--- src/rtl/predicate_filter_bitmap_defines.svh ---
// ----------------------------------------------------------------------------
// predicate_filter_bitmap_defines.svh
// Assertion macros shared by the predicate filter RTL.
// ----------------------------------------------------------------------------
`ifndef PREDICATE_FILTER_BITMAP_DEFINES_SVH
`define PREDICATE_FILTER_BITMAP_DEFINES_SVH

// Same-cycle implication, checked on every rising clock edge outside reset.
`define PFB_ASSERT_NOW(label, clk, rst, ante, cons) \
   label: assert property (@(posedge clk) disable iff (rst) (ante) |-> (cons)) \
      else $error("predicate filter check failed");

// Next-cycle implication, checked on every rising clock edge outside reset.
`define PFB_ASSERT_NEXT(label, clk, rst, ante, cons) \
   label: assert property (@(posedge clk) disable iff (rst) (ante) |=> (cons)) \
      else $error("predicate filter check failed");

`endif

--- src/rtl/pfb_pkg.sv ---
// ----------------------------------------------------------------------------
// pfb_pkg
// Widths, constants, codes and types of the predicate filter bitmap block.
// ----------------------------------------------------------------------------
`timescale 1ns / 1ps

package pfb_pkg;

   // field widths
   localparam int ELEM_W     = 32;
   localparam int WORD_BITS  = 64;
   localparam int POS_W      = 6;
   localparam int WORD_IDX_W = 18;
   localparam int MATCH_W    = 25;
   localparam int MODE_W     = 3;

   // configuration port
   localparam int CSR_IDX_W  = 2;
   localparam int CSR_DATA_W = 32;

   // limits
   localparam longint unsigned MAX_ELEMENTS    = 64'd16777216;
   localparam longint unsigned MATCH_FIELD_MAX = 64'd33554431;
   localparam longint unsigned MATCH_CAP_L     =
      (MAX_ELEMENTS < MATCH_FIELD_MAX) ? MAX_ELEMENTS : MATCH_FIELD_MAX;

   typedef logic        [ELEM_W-1:0]     element_type;
   typedef logic        [WORD_BITS-1:0]  bitmap_type;
   typedef logic        [POS_W-1:0]      bit_pos_type;
   typedef logic        [WORD_IDX_W-1:0] word_idx_type;
   typedef logic        [MATCH_W-1:0]    match_cnt_type;
   typedef logic        [MODE_W-1:0]     mode_type;
   typedef logic        [CSR_IDX_W-1:0]  csr_idx_type;
   typedef logic        [CSR_DATA_W-1:0] csr_data_type;

   localparam match_cnt_type MATCH_CAP      = MATCH_W'(MATCH_CAP_L);
   localparam word_idx_type  WORD_IDX_MAX   = {WORD_IDX_W{1'b1}};
   localparam bit_pos_type   LAST_POS       = {POS_W{1'b1}};

   // compare modes
   localparam mode_type MODE_GT    = 3'd0;
   localparam mode_type MODE_GE    = 3'd1;
   localparam mode_type MODE_LT    = 3'd2;
   localparam mode_type MODE_LE    = 3'd3;
   localparam mode_type MODE_EQ    = 3'd4;
   localparam mode_type MODE_NE    = 3'd5;
   localparam mode_type MODE_RANGE = 3'd6;

   // register indexes
   localparam csr_idx_type CSR_COMPARE_MODE = 2'd0;
   localparam csr_idx_type CSR_THRESHOLD    = 2'd1;
   localparam csr_idx_type CSR_UPPER_BOUND  = 2'd2;

endpackage

--- src/rtl/pfb_req_if.sv ---
// ----------------------------------------------------------------------------
// pfb_req_if
// Input channel: one column value per beat, with its last-of-array flag.
// ----------------------------------------------------------------------------
`timescale 1ns / 1ps

interface pfb_req_if;
   logic                 valid;
   logic                 ready;
   pfb_pkg::element_type element;
   logic                 last_element;

   modport source (output valid, output element, output last_element, input ready);
   modport sink   (input valid, input element, input last_element, output ready);
endinterface

--- src/rtl/pfb_rsp_if.sv ---
// ----------------------------------------------------------------------------
// pfb_rsp_if
// Result channel: one selection word per beat with its index and count.
// ----------------------------------------------------------------------------
`timescale 1ns / 1ps

interface pfb_rsp_if;
   logic                   valid;
   logic                   ready;
   pfb_pkg::bitmap_type    bitmap_word;
   pfb_pkg::word_idx_type  word_index;
   pfb_pkg::match_cnt_type match_total;
   logic                   final_word;

   modport source (output valid, output bitmap_word, output word_index,
                   output match_total, output final_word, input ready);
   modport sink   (input valid, input bitmap_word, input word_index,
                   input match_total, input final_word, output ready);
endinterface

--- src/rtl/predicate_filter_bitmap.sv ---
// ----------------------------------------------------------------------------
// predicate_filter_bitmap
// Predicate scan over a column stream, packing match bits into 64-bit words.
// ----------------------------------------------------------------------------
// Usage:
//   req_bus carries one signed 32-bit value per beat plus last_element.
//   rsp_bus carries a selection word once 64 values are gathered or when the
//   last value of an array arrives, with its word index, the running match
//   count of the array and final_word.
//   csr_* writes compare_mode (0), threshold_value (1) and upper_bound (2);
//   write only while no beat is in flight.
// Timing:
//   A beat is held in the input register, then the compare and bit insert run
//   into the result register, which presents the word until rsp_bus.ready
//   takes it. One beat is accepted every cycle unless a beat that closes a
//   word meets a full result register that rsp_bus is holding off.
// Reset:
//   Synchronous, active high. Clears configuration, valid flags, accumulator and
//   counters; req_bus.ready stays low while reset is held.
// Stall:
//   While rsp_bus is held off, the result register holds its word; beats that
//   produce no word still advance, and the input stalls only when a beat that
//   closes a word meets a full result register.
// ----------------------------------------------------------------------------
`timescale 1ns / 1ps
`include "predicate_filter_bitmap_defines.svh"

module predicate_filter_bitmap (
   input  logic                 clock,
   input  logic                 reset,
   pfb_req_if.sink              req_bus,
   pfb_rsp_if.source            rsp_bus,
   input  logic                 csr_write_en,
   input  pfb_pkg::csr_idx_type csr_index,
   input  pfb_pkg::csr_data_type csr_wdata
);
   import pfb_pkg::*;

   // configuration registers
   mode_type           mode_ff;
   logic signed [31:0] threshold_ff;
   logic signed [31:0] upper_ff;

   // input register
   logic               s1_valid_ff, s1_valid_in;
   element_type        s1_elem_ff;
   logic               s1_last_ff;

   // scan state
   bitmap_type         acc_ff, acc_in;
   bit_pos_type        pos_ff, pos_in;
   word_idx_type       word_ff, word_in;
   match_cnt_type      mcnt_ff, mcnt_in;

   // result register
   logic               out_valid_ff, out_valid_in;
   bitmap_type         out_bitmap_ff;
   word_idx_type       out_index_ff;
   match_cnt_type      out_total_ff;
   logic               out_final_ff;

   logic               match;
   logic               emit;
   logic               out_free;
   logic               proc;
   bitmap_type         acc_set;
   match_cnt_type      mcnt_next;

   // configuration writes
   always_ff @(posedge clock) begin
      if (reset) begin
         mode_ff      <= MODE_GT;
         threshold_ff <= '0;
         upper_ff     <= '0;
      end else if (csr_write_en) begin
         unique case (csr_index)
            CSR_COMPARE_MODE: mode_ff      <= csr_wdata[MODE_W-1:0];
            CSR_THRESHOLD:    threshold_ff <= $signed(csr_wdata);
            CSR_UPPER_BOUND:  upper_ff     <= $signed(csr_wdata);
            default:          ;
         endcase
      end
   end

   // predicate
   always_comb begin
      logic signed [31:0] x;
      x = $signed(s1_elem_ff);
      unique case (mode_ff)
         MODE_GT:    match = x >  threshold_ff;
         MODE_GE:    match = x >= threshold_ff;
         MODE_LT:    match = x <  threshold_ff;
         MODE_LE:    match = x <= threshold_ff;
         MODE_EQ:    match = x == threshold_ff;
         MODE_NE:    match = x != threshold_ff;
         MODE_RANGE: match = (x >= threshold_ff) && (x < upper_ff);
         default:    match = 1'b0;
      endcase
   end

   // handshake: stage 2 runs unless a word would land on a held result
   assign emit     = (pos_ff == LAST_POS) || s1_last_ff;
   assign out_free = !out_valid_ff || rsp_bus.ready;
   assign proc     = s1_valid_ff && (!emit || out_free);
   assign req_bus.ready = !reset && (!s1_valid_ff || proc);

   assign s1_valid_in = req_bus.ready ? req_bus.valid : s1_valid_ff;

   always_ff @(posedge clock) begin
      if (reset) begin
         s1_valid_ff <= 1'b0;
      end else begin
         s1_valid_ff <= s1_valid_in;
      end
   end

   always_ff @(posedge clock) begin
      if (req_bus.valid && req_bus.ready) begin
         s1_elem_ff <= req_bus.element;
         s1_last_ff <= req_bus.last_element;
      end
   end

   // bit insert and saturating counters
   assign acc_set   = acc_ff | (WORD_BITS'(match) << pos_ff);
   assign mcnt_next = (match && (mcnt_ff < MATCH_CAP)) ? mcnt_ff + 1'b1 : mcnt_ff;

   always_comb begin
      acc_in  = acc_ff;
      pos_in  = pos_ff;
      word_in = word_ff;
      mcnt_in = mcnt_ff;
      if (proc) begin
         if (emit && s1_last_ff) begin
            acc_in  = '0;
            pos_in  = '0;
            word_in = '0;
            mcnt_in = '0;
         end else if (emit) begin
            acc_in  = '0;
            pos_in  = '0;
            word_in = (word_ff < WORD_IDX_MAX) ? word_ff + 1'b1 : word_ff;
            mcnt_in = mcnt_next;
         end else begin
            acc_in  = acc_set;
            pos_in  = pos_ff + 1'b1;
            mcnt_in = mcnt_next;
         end
      end
   end

   always_ff @(posedge clock) begin
      if (reset) begin
         acc_ff  <= '0;
         pos_ff  <= '0;
         word_ff <= '0;
         mcnt_ff <= '0;
      end else begin
         acc_ff  <= acc_in;
         pos_ff  <= pos_in;
         word_ff <= word_in;
         mcnt_ff <= mcnt_in;
      end
   end

   // result register
   assign out_valid_in = (proc && emit) ? 1'b1 : (rsp_bus.ready ? 1'b0 : out_valid_ff);

   always_ff @(posedge clock) begin
      if (reset) begin
         out_valid_ff <= 1'b0;
      end else begin
         out_valid_ff <= out_valid_in;
      end
   end

   always_ff @(posedge clock) begin
      if (proc && emit) begin
         out_bitmap_ff <= acc_set;
         out_index_ff  <= word_ff;
         out_total_ff  <= mcnt_next;
         out_final_ff  <= s1_last_ff;
      end
   end

   assign rsp_bus.valid       = out_valid_ff;
   assign rsp_bus.bitmap_word = out_bitmap_ff;
   assign rsp_bus.word_index  = out_index_ff;
   assign rsp_bus.match_total = out_total_ff;
   assign rsp_bus.final_word  = out_final_ff;

   // checks
   `PFB_ASSERT_NEXT(a_clear_after_last, clock, reset, proc && emit && s1_last_ff, pos_ff == '0 && word_ff == '0 && mcnt_ff == '0 && acc_ff == '0)
   `PFB_ASSERT_NOW(a_count_capped, clock, reset, 1'b1, mcnt_ff <= MATCH_CAP)
   `PFB_ASSERT_NOW(a_no_overrun, clock, reset, s1_valid_ff && !proc, !req_bus.ready && out_valid_ff && !rsp_bus.ready)

endmodule

--- src/flat_wrapper.sv ---
// flat-port wrapper written by rule: the top's interface ports become plain ports
module predicate_filter_bitmap_flat import pfb_pkg::*;
  (clock, reset, csr_write_en, csr_index, csr_wdata, req_bus_valid, req_bus_element, req_bus_last_element, req_bus_ready, rsp_bus_valid, rsp_bus_bitmap_word, rsp_bus_word_index, rsp_bus_match_total, rsp_bus_final_word, rsp_bus_ready);
  pfb_req_if req_bus_i ();
  pfb_rsp_if rsp_bus_i ();
  input  logic clock;
  input  logic reset;
  input  logic csr_write_en;
  input  pfb_pkg::csr_idx_type csr_index;
  input  pfb_pkg::csr_data_type csr_wdata;
  input wire logic [$bits(req_bus_i.valid)-1:0] req_bus_valid;
  input wire logic [$bits(req_bus_i.element)-1:0] req_bus_element;
  input wire logic [$bits(req_bus_i.last_element)-1:0] req_bus_last_element;
  output wire logic [$bits(req_bus_i.ready)-1:0] req_bus_ready;
  output wire logic [$bits(rsp_bus_i.valid)-1:0] rsp_bus_valid;
  output wire logic [$bits(rsp_bus_i.bitmap_word)-1:0] rsp_bus_bitmap_word;
  output wire logic [$bits(rsp_bus_i.word_index)-1:0] rsp_bus_word_index;
  output wire logic [$bits(rsp_bus_i.match_total)-1:0] rsp_bus_match_total;
  output wire logic [$bits(rsp_bus_i.final_word)-1:0] rsp_bus_final_word;
  input wire logic [$bits(rsp_bus_i.ready)-1:0] rsp_bus_ready;
  assign req_bus_i.valid = req_bus_valid;
  assign req_bus_i.element = req_bus_element;
  assign req_bus_i.last_element = req_bus_last_element;
  assign req_bus_ready = req_bus_i.ready;
  assign rsp_bus_valid = rsp_bus_i.valid;
  assign rsp_bus_bitmap_word = rsp_bus_i.bitmap_word;
  assign rsp_bus_word_index = rsp_bus_i.word_index;
  assign rsp_bus_match_total = rsp_bus_i.match_total;
  assign rsp_bus_final_word = rsp_bus_i.final_word;
  assign rsp_bus_i.ready = rsp_bus_ready;
  predicate_filter_bitmap u_core (.clock(clock), .reset(reset), .req_bus(req_bus_i), .rsp_bus(rsp_bus_i), .csr_write_en(csr_write_en), .csr_index(csr_index), .csr_wdata(csr_wdata));
endmodule
--- config.mk ---
export PLATFORM = sky130hd
export DESIGN_NAME = predicate_filter_bitmap_flat
export DESIGN_NICKNAME = d
export VERILOG_FILES = /design/src/rtl/pfb_pkg.sv /design/src/rtl/pfb_req_if.sv /design/src/rtl/pfb_rsp_if.sv /design/src/rtl/predicate_filter_bitmap.sv /design/src/flat_wrapper.sv
export VERILOG_INCLUDE_DIRS = /design/src /design/src/rtl
export SDC_FILE = /design/constraint.sdc
export NUM_CORES = 1
export LEC_CHECK = 0
export BUFFER_PORTS_ARGS = -buffer_cell sky130_fd_sc_hd__buf_2
export CAP_MARGIN = 20
export CORE_AREA = 10 10 179 181
export CTS_CLUSTER_DIAMETER = 50
export CTS_CLUSTER_SIZE = 12
export DETAILED_ROUTE_END_ITERATION = 10
export DIE_AREA = 0 0 189 191
export GPL_ROUTABILITY_DRIVEN = 0
export GPL_TIMING_DRIVEN = 0
export PLACE_DENSITY = 0.78
export SYNTH_ARGS = -nofsm -noshare
export SYNTH_HDL_FRONTEND = slang
export SYNTH_SLANG_ARGS = --single-unit
--- constraint.sdc ---
create_clock -name clock -period 8 [get_ports clock]
set_input_delay 1.6 -clock clock [delete_from_list [all_inputs] [get_ports clock]]
set_output_delay 1.6 -clock clock [all_outputs]
set_load 0.02 [all_outputs]
# == Word level (Yosys, flattened, before mapping) ==
# Cells that the tools add are included.
# op_classes
n_reduce_logical,24
magnitude_cmp,7
eq_ne,11
bitwise,1
addsub,3
n_shift,1
n_mux,12
# op_table
op,n
64-bit two-way mux,2
32-bit less-than comparator,2
64-bit bitwise OR,1
1-bit by 6-bit left shift with 64-bit output,1
18-bit two-way mux,3
25-bit two-way mux,2
32-bit == test,1
32-bit greater-or-equal comparator,1
32-bit greater-than comparator,1
32-bit <= comparator,1
32-bit != test,1
25-bit by 1-bit adder with 25-bit output (second input constant),1
25-bit less-than comparator (second input constant),1
18-bit by 1-bit adder with 18-bit output (second input constant),1
18-bit less-than comparator (second input constant),1
6-bit two-way mux,2
3-bit == test (second input constant),3
1-bit logical AND,7
1-bit case mux with 7 select lines,1
6-bit by 1-bit adder with 6-bit output (second input constant),1
3-bit by 2-bit == test with 1-bit output (second input constant),2
6-bit == test (second input constant),1
2-bit AND reduction,3
2-bit nonzero test,3
other kinds (9),16
# totals
register_bits,323
in_bits,72
word_cells,74
out_inout_bits,110

# == Longest topological paths before layout ==
# Gate-level depths: netlist (run 1).
# logic_depth
depth_word,8
depth_mapped,14
depth_no_buf,11

# == Least setup slack after synthesis (run 1) ==
# Ideal clock, no wire load.
# synth_timing
kind,input to register
start,input rsp_bus_ready
end,register u_core.word_ff[16]
t_required_ps,7930
path_buffers,2
path_slack_ps,1405
stages,9
arrival_ps,6525
setup_time_ps,70
cell_sequence,nand2b_1 and3b_1 clkbuf_1 o41a_2 nand4_1 or2_1 clkbuf_1 or3_1 a21oi_1
# synth_via
elab_chain_cells,4
# synth_rtl
item,line_no,rtl
"start, declared",flat_wrapper.sv:20,input wire logic [$bits(rsp_bus_i.ready)-1:0] rsp_bus_ready;
1-bit logical OR,predicate_filter_bitmap.sv:103,assign out_free = !out_valid_ff || rsp_bus.ready;
1-bit logical OR,predicate_filter_bitmap.sv:104,assign proc = s1_valid_ff && (!emit || out_free);
1-bit logical AND,predicate_filter_bitmap.sv:104,
3-bit AND reduction (no source line),--,
"end signal, assigned",predicate_filter_bitmap.sv:161,word_ff <= word_in;
"end, declared",predicate_filter_bitmap.sv:52,"word_idx_type word_ff, word_in;"
# Every way passes these cells.
# A chain may end at the register's enable or synchronous reset.

# == Worst setup path after layout (run 1) ==
# layout_timing
start,input reset
end,output req_bus_ready
# layout_via
elab_chain_cells,2
# layout_rtl
item,line_no,rtl
"start, declared",flat_wrapper.sv:7,input logic reset;
1-bit zero test,predicate_filter_bitmap.sv:105,assign req_bus.ready = !reset && (!s1_valid_ff || proc);
1-bit logical AND,predicate_filter_bitmap.sv:105,
"end, declared",flat_wrapper.sv:14,output wire logic [$bits(req_bus_i.ready)-1:0] req_bus_ready;
# Every way passes these cells.

==> flow_metrics.tcl, run 1 <==
set metrics [dict create \
    fp.coreArea_um2 28500 \
    crit_path_start "reset" \
    pwr_density_cell_nw_per_um2 217 \
    clock-root-buffer "clkbuf_16" \
    postSynthAreaPerCell_um2 10.3 \
    ys_ff_latch 323 \
    cp-endpoint "req_bus_ready" \
    via_per_inst 5.51 \
    worstRegToRegCells 12 \
    clkTransAtPathRegs_ns 0.06 \
    synth_top_area_frac 0.301 \
    worst_pin_slew_ns 0.879 \
    start_util 0.494 \
    min_period_over_period 0.540 \
    slew_headroom 0.410 \
    synth_nets 1503 \
    place.port_buffers 180 \
    crit_arrival_ns 2.72 \
    synthCells 1365 \
    ios 182 \
    slew_violations 0 \
    fin_skew_ns 0.0209 \
    cts_resized 0 \
    ys_top_cells_by_area "edfxtp_1 30%, dfxtp_1 26%, nand2_1 6.0%" \
    cts_hold_buf 0 \
    grt_pass1_wl_um 55900 \
    first_iter_violations 796 \
    ys_async_sr_fraction 0 \
    hold_viol 0 \
    ys.flop_type "dfxtp_1" \
    die_h_um 191 \
    vias 11000 \
    drc_errors 0 \
    antenna_found_initial 0 \
    globalRoute.totalOverflow 0 \
    clock_power_share 0.450 \
    seqPwrFrac 0.487 \
    fin_util 0.585 \
    timing.rr.start "u_core.s1_elem_ff[26]$_DFFE_PP_" \
    synth_seq_area_share 0.560 \
    hp-class "register to register" \
    chipWidth_um 189 \
    post_drt_wl_per_cell_um 17.5 \
    clk_latency_ns 0.53 \
    finalNetCount 1723 \
    power.switching_uw 842 \
    internal_power_uw 2780 \
    syn_to_final_growth_pct 18.5 \
    crit_path_max_fanout 10 \
    cts_buffers 37 \
    antenna_left 0 \
    worstPathRequired_ns 6.40 \
    place_hpwl_um 25200 \
    r2r_slack_ns 4.20 \
    tritoncts "done" \
    fmax_ghz 0.231 \
    ir_worst_vdd_v 0.000170 \
    p_sw_frac 0.233 \
    status "completed" \
    die_area_um2 36100 \
    grt_max_degree 75 \
    grt_usage 0.188 \
    ys_types 69 \
    setup_viol 0 \
    clock_sinks 323 \
    synth_edf_count 141 \
    cp-start-kind "input port" \
    totalWireLength_um 35000 \
    yosys_warnings 0 \
    synth.cell_area_um2 14100 \
    synth.top_cells.by_count "223 x nand2_1, 182 x dfxtp_1, 141 x edfxtp_1, 101 x a21oi_1, 75 x inv_1" \
    place_ws_ns 3.48 \
    htreeDepth 2 \
    diodes 0 \
    row_count 62 \
    final.setup.worst_slack_ns 3.68 \
    r2r_end "u_core.rsp_bus.bitmap_word[22]$_DFFE_PP_" \
    leakagePower_uw 0.00656 \
    cap_violations 0 \
    crit_type "input port to output port" \
    p_comb_frac 0.063 \
    finalCriticalPeriod_ns 4.32 \
    grt_pass1_vias 11000 \
    clockBufferDepth 3 \
    hp-start "u_core.acc_ff[25]$_SDFFE_PP0P_" \
    fillerInstances 2397 \
    worstPathCellList "clkbuf_1 -> clkbuf_1 -> a21oi_1 -> buf_2" \
    first_pass_iters 8 \
    yosysMostFrequentCell "nand2_1" \
    crit_path_top_delay_cell "clkbuf_1" \
    crit_path_frequent_cell "clkbuf_1" \
    drive_gt1_frac 0.167 \
    slowest_delay_ns 0.40 \
    yosysTopAreaCell "edfxtp_1" \
    critPathCaptureType "output port" \
    post-cts-setup-buffer-count 0 \
    rsz0062_at_grt "no" \
    timing.setup.tns_ns 0 \
]
==> per-layer routing <==
layer | track usage | part of all wire | vias to the layer above
met4 | 0.0687 | 0.030 | 0
met3 | 0.0412 | 0.073 | 77
met1 | 0.231 | 0.42 | 5184
met2 | 0.320 | 0.48 | 407
li1 | - | - | 5349
met5 | 0 | 0 | -
==> worst min path at each step <==
stage	endpoint	slack, ns	depth (start not counted)
final	u_core.acc_ff[25]$_SDFFE_PP0P_	0.45	2
after global routing	u_core.threshold_ff[5]$_SDFFE_PP0P_	0.47	2
after CTS	u_core.acc_ff[25]$_SDFFE_PP0P_	0.45	2
after detailed placement	u_core.acc_ff[25]$_SDFFE_PP0P_	0.44	2
after global placement	u_core.acc_ff[5]$_SDFFE_PP0P_	0.43	2
after floorplan	u_core.acc_ff[11]$_SDFFE_PP0P_	0.42	2
==> placed cells by master (no fill, tap or decap), types with 39 or more instances in the layout <==
cell,instances
nand2_1,223
buf_2,189
dfxtp_1,182
edfxtp_1,141
a21oi_1,101
inv_1,75
nor2_1,68
clkbuf_1,67
ha_1,66
a21o_1,43
o21ai_0,39
==> logic make-up (layout without fill, tap and decap cells) <==
logic type,count (synthesis),in the layout,synth area share
adders and majority gates,66,66,0.0587
xor gates and xnor gates,37,37,0.0230
and+or+nand+nor,463,463,0.160
buffers and inverters,148,397,0.0430
muxes,4,4,0.00294
AOI/OAI and AO/OA,324,324,0.152
DFF,323,323,0.560
==> flip-flops by register name (all words and copies together) (netlist names), 6 cells and up <==
register,flops
u_core.pos_ff,6
u_core.upper_ff,32
u_core.rsp_bus.match_total,25
u_core.word_ff,18
u_core.acc_ff,64
u_core.s1_elem_ff,32
u_core.threshold_ff,32
u_core.mcnt_ff,25
u_core.rsp_bus.bitmap_word,64
u_core.rsp_bus.word_index,18
==> worst max-delay path, delay by kind of cell <==
kind / cells / cell delay (ns)
buf+inv: 3 / 0.95
compound gates: 1 / 0.17
==> layout make-up <==
cell class                      count  area [µm²]  share of cell area
Buffer                             72         323              0.0194
Clock buffer                       57        1050              0.0631
Clock inverter                     11         131             0.00788
Inverter                           76         285              0.0171
Multi-Input combinational cell    894        5590               0.335
Sequential cell                   323        7880               0.473
Tap cell                          384         480              0.0288
Timing Repair Buffer              181         928              0.0557
==> power by group through the flow <==
stage / Clock, µW / Combinational [µW] / Sequential [µW]
after detailed placement: 0 / 226 / 1800
after global placement: 0 / 219 / 1800
after floorplan: 0 / 135 / 1800
after CTS: 1660 / 228 / 1760
final: 1630 / 228 / 1760
after global routing: 1720 / 254 / 1760
==> through the flow <==
stage                     instance area [µm²]  std cells  power (µW)  hold slack, ns
after global routing                    16700       1998        3740           0.473
final                                   16700       1998        3620           0.447
after floorplan                         14100       1365        1940           0.419
after detailed placement                15500       1930        2020           0.437
after global placement                  15400       1929        2020           0.428
after CTS                               16700       1998        3650           0.450
Power figures use the tool's default switching activity.
==> run 2, diff against run 1 <==
Settings changed: ABC_AREA from default to 1, CORE_AREA 10 10 179 181 to 10 10 180 182, DIE_AREA 0 0 189 191 to 0 0 190 192, PLACE_DENSITY 0.78 to 0.8.
Clock period 8 ns to 3.65 ns, I/O delays scaled along.
==> run 2 against run 1 <==
  * Core utilization fell by 0.059 points
  * First-iteration DRC count up 8.0%
  * Clock skew rose by 0.0067 ns
  * Clock power rose by 120%
  * Sequential cell count unchanged
  * Critical path depth is 12 higher
  * Non-clock buffer count is 11 lower
  * Critical path type is now register to register
  * Largest power group unchanged
==> flow_metrics.tcl, run 2 <==
set metrics [dict create \
    chipWidth_um 190 \
    synth.cell_area_um2 14100 \
    r2r_end "u_core.word_ff[17]$_SDFFE_PP0P_" \
    grt_pass1_wl_um 55800 \
    first_pass_iters 5 \
    setup_viol 0 \
    timing.rr.start "u_core.pos_ff[1]$_SDFFE_PP0P_" \
    synth_fa_ha_area_frac 0.0584 \
    highest_layer "met5" \
    synth_xor_area_frac 0.0129 \
    synth_compound_area_frac 0.136 \
    final_cells 2183 \
    yosysMostFrequentCell "nand2_1" \
    place.port_buffers 181 \
    totalWireLength_um 34300 \
    postSynthAreaPerCell_um2 9.13 \
    clock_sinks 323 \
    die_area_um2 36500 \
    antenna_left 0 \
    ys_ff_latch 323 \
    synthCells 1549 \
    crit_path_start "u_core.pos_ff[1]$_SDFFE_PP0P_" \
    row_count 62 \
    worst_pin_slew_ns 0.974 \
    worstPathRequired_ns 4.04 \
    yosysTopAreaCell "edfxtp_1" \
    holdPathStages 1 \
    hold_end "u_core.s1_elem_ff[22]$_DFFE_PP_" \
    clock-root-buffer "clkbuf_16" \
    status "completed" \
    hp-start "req_bus_element[22]" \
    leakagePower_uw 0.00674 \
    drive_gt1_frac 0.162 \
    drc_errors 0 \
    syn_to_final_growth_pct 18.4 \
    antenna_found_initial 2 \
    clk_latency_ns 0.52 \
    slew_headroom 0.349 \
    fmax_ghz 0.305 \
    grt_usage 0.185 \
    seqPwrFrac 0.485 \
    clkTransAtPathRegs_ns 0.06 \
    die_h_um 192 \
    synthSimpleGateAreaFrac 0.160 \
    pwr_density_cell_nw_per_um2 478 \
    htreeDepth 2 \
    ir_worst_vdd_v 0.000361 \
    drt-met1-wl_um 14300 \
    hold_viol 0 \
    power.switching_uw 1860 \
    synth_nets 1687 \
    tritoncts "done" \
    final_common_cell "nand2_1" \
    final_cell_mix "253 x nand2_1, 201 x inv_1, 185 x buf_2" \
    hp-class "input port to register" \
    cap_violations 0 \
    post_drt_wl_per_cell_um 15.7 \
    synth.area.mux_share 0 \
    min_period_over_period 0.899 \
    fp.coreArea_um2 28600 \
    clockBufferDepth 3 \
    synth_top_family_by_area "simple AND/OR/NAND/NOR gates" \
    r2r_slack_ns 0.37 \
    internal_power_uw 6130 \
    ios 182 \
    vias 11400 \
    yosys_warnings 0 \
    critPathCaptureType "register" \
    synth_seq_area_share 0.557 \
    dp.cells 2115 \
    ys_types 49 \
    synth_edf_count 141 \
    crit_arrival_ns 3.67 \
    cts_buffers 37 \
    via_per_inst 5.24 \
    slew_violations 0 \
    crit_path_max_fanout 62 \
    final.setup.worst_slack_ns 0.368 \
    ys_top_cells_by_area "edfxtp_1 30%, dfxtp_1 26%, nand2_1 6.7%" \
    grt_max_degree 63 \
    timing.hold.ws_ns 0.383 \
    fin_util 0.585 \
    cp-start-kind "register" \
    p_comb_frac 0.074 \
    worstRegToRegCells 16 \
    grt_pass1_vias 11400 \
    ys.flop_type "dfxtp_1" \
    finalCriticalPeriod_ns 3.28 \
    synth_top_area_frac 0.300 \
    wl_met2_um 16600 \
    p_sw_frac 0.233 \
    start_util 0.494 \
    finalNetCount 1908 \
    place_ws_ns 0.0464 \
    globalRoute.totalOverflow 0 \
    crit_type "register to register" \
    post-cts-setup-buffer-count 0 \
    rsz0062_at_grt "no" \
    first_iter_violations 860 \
    ys_async_sr_fraction 0 \
    synth.top_cells.by_count "253 x nand2_1, 201 x inv_1, 182 x dfxtp_1, 180 x a21oi_1, 147 x o21ai_0" \
    place_hpwl_um 25300 \
    fin_skew_ns 0.0276 \
    wl_met3_um 2430 \
    clock_power_share 0.442 \
]
==> run 2: final cells by class <==
type	instances	area, µm²
Clock buffer	56	1060
Inverter	207	787
Multi-Input combinational cell	959	5200
Timing Repair Buffer	182	933
Antenna cell	1	2.50
Buffer	60	285
Fill cell	2420	11900
Sequential cell	323	7880
Clock inverter	11	113
Tap cell	384	480
==> run 2: worst max path at each step <==
stage	end	slack, ns	cells past startpoint
floorplan	u_core.word_ff[17]$_SDFFE_PP0P_	0.14	13
global route	u_core.word_ff[17]$_SDFFE_PP0P_	0.03	16
global placement	u_core.word_ff[17]$_SDFFE_PP0P_	-0.76	14
detailed placement	u_core.word_ff[17]$_SDFFE_PP0P_	0.05	15
CTS	u_core.word_ff[17]$_SDFFE_PP0P_	0.16	16
finish	u_core.word_ff[17]$_SDFFE_PP0P_	0.37	16
==> run 2: through the flow <==
step	cell area [µm²]	TNS [ns]	total power, µW
finish	16700	0	8000
global route	16700	0	8290
CTS	16700	0	8050
detailed placement	15600	0	4540
global placement	15500	-28.64	4510
floorplan	14100	0	4340
==> run 2: kinds of logic (layout without fill, tap and decap cells) <==
kind of cell,Yosys count,in the layout
and+or+nand+nor,510,510
AOI/OAI and AO/OA,363,363
DFF,323,323
buffers and inverters,267,516
adders and majority gates,66,66
xor gates and xnor gates,20,20
other,0,1
==> run 2: per-layer routing <==
metal | up-vias | global-route usage
met3 | 76 | 0.0426
met1 | 5299 | 0.222
li1 | 5655 | -
met2 | 398 | 0.316
met5 | - | 0
met4 | 2 | 0.0705
==> run 2: power groups by stage <==
stage | clock, µW | sequential [µW] | combinational, µW
3_5_place_dp | 0 | 3950 | 585
4_1_cts | 3590 | 3870 | 590
2_1_floorplan | 0 | 3970 | 365
3_3_place_gp | 0 | 3950 | 559
5_1_grt | 3750 | 3880 | 666
6_report | 3530 | 3870 | 588
==> run 2: what timing repair did <==
item | 4_1_cts | 5_1_grt
resized for setup | 0 | 2
endpoints found under the setup margin | 0 | 4
hold buffers | 0 | 0
==> run 2: critical path: stages (launching register included) <==
cell and delay, ns:
dfxtp_1 0.38, ha_1 0.26, nand3_2 0.10, o21ai_2 0.10, a31oi_4 0.36, nand2_2 0.19, inv_8 0.31, buf_16 0.32
nand2_4 0.13, nor2_1 0.12, nand2_1 0.10, nor2_2 0.13, nand3_2 0.15, nor3_4 0.20, nand3_1 0.10, o21ai_1 0.14
nor2_1 0.05
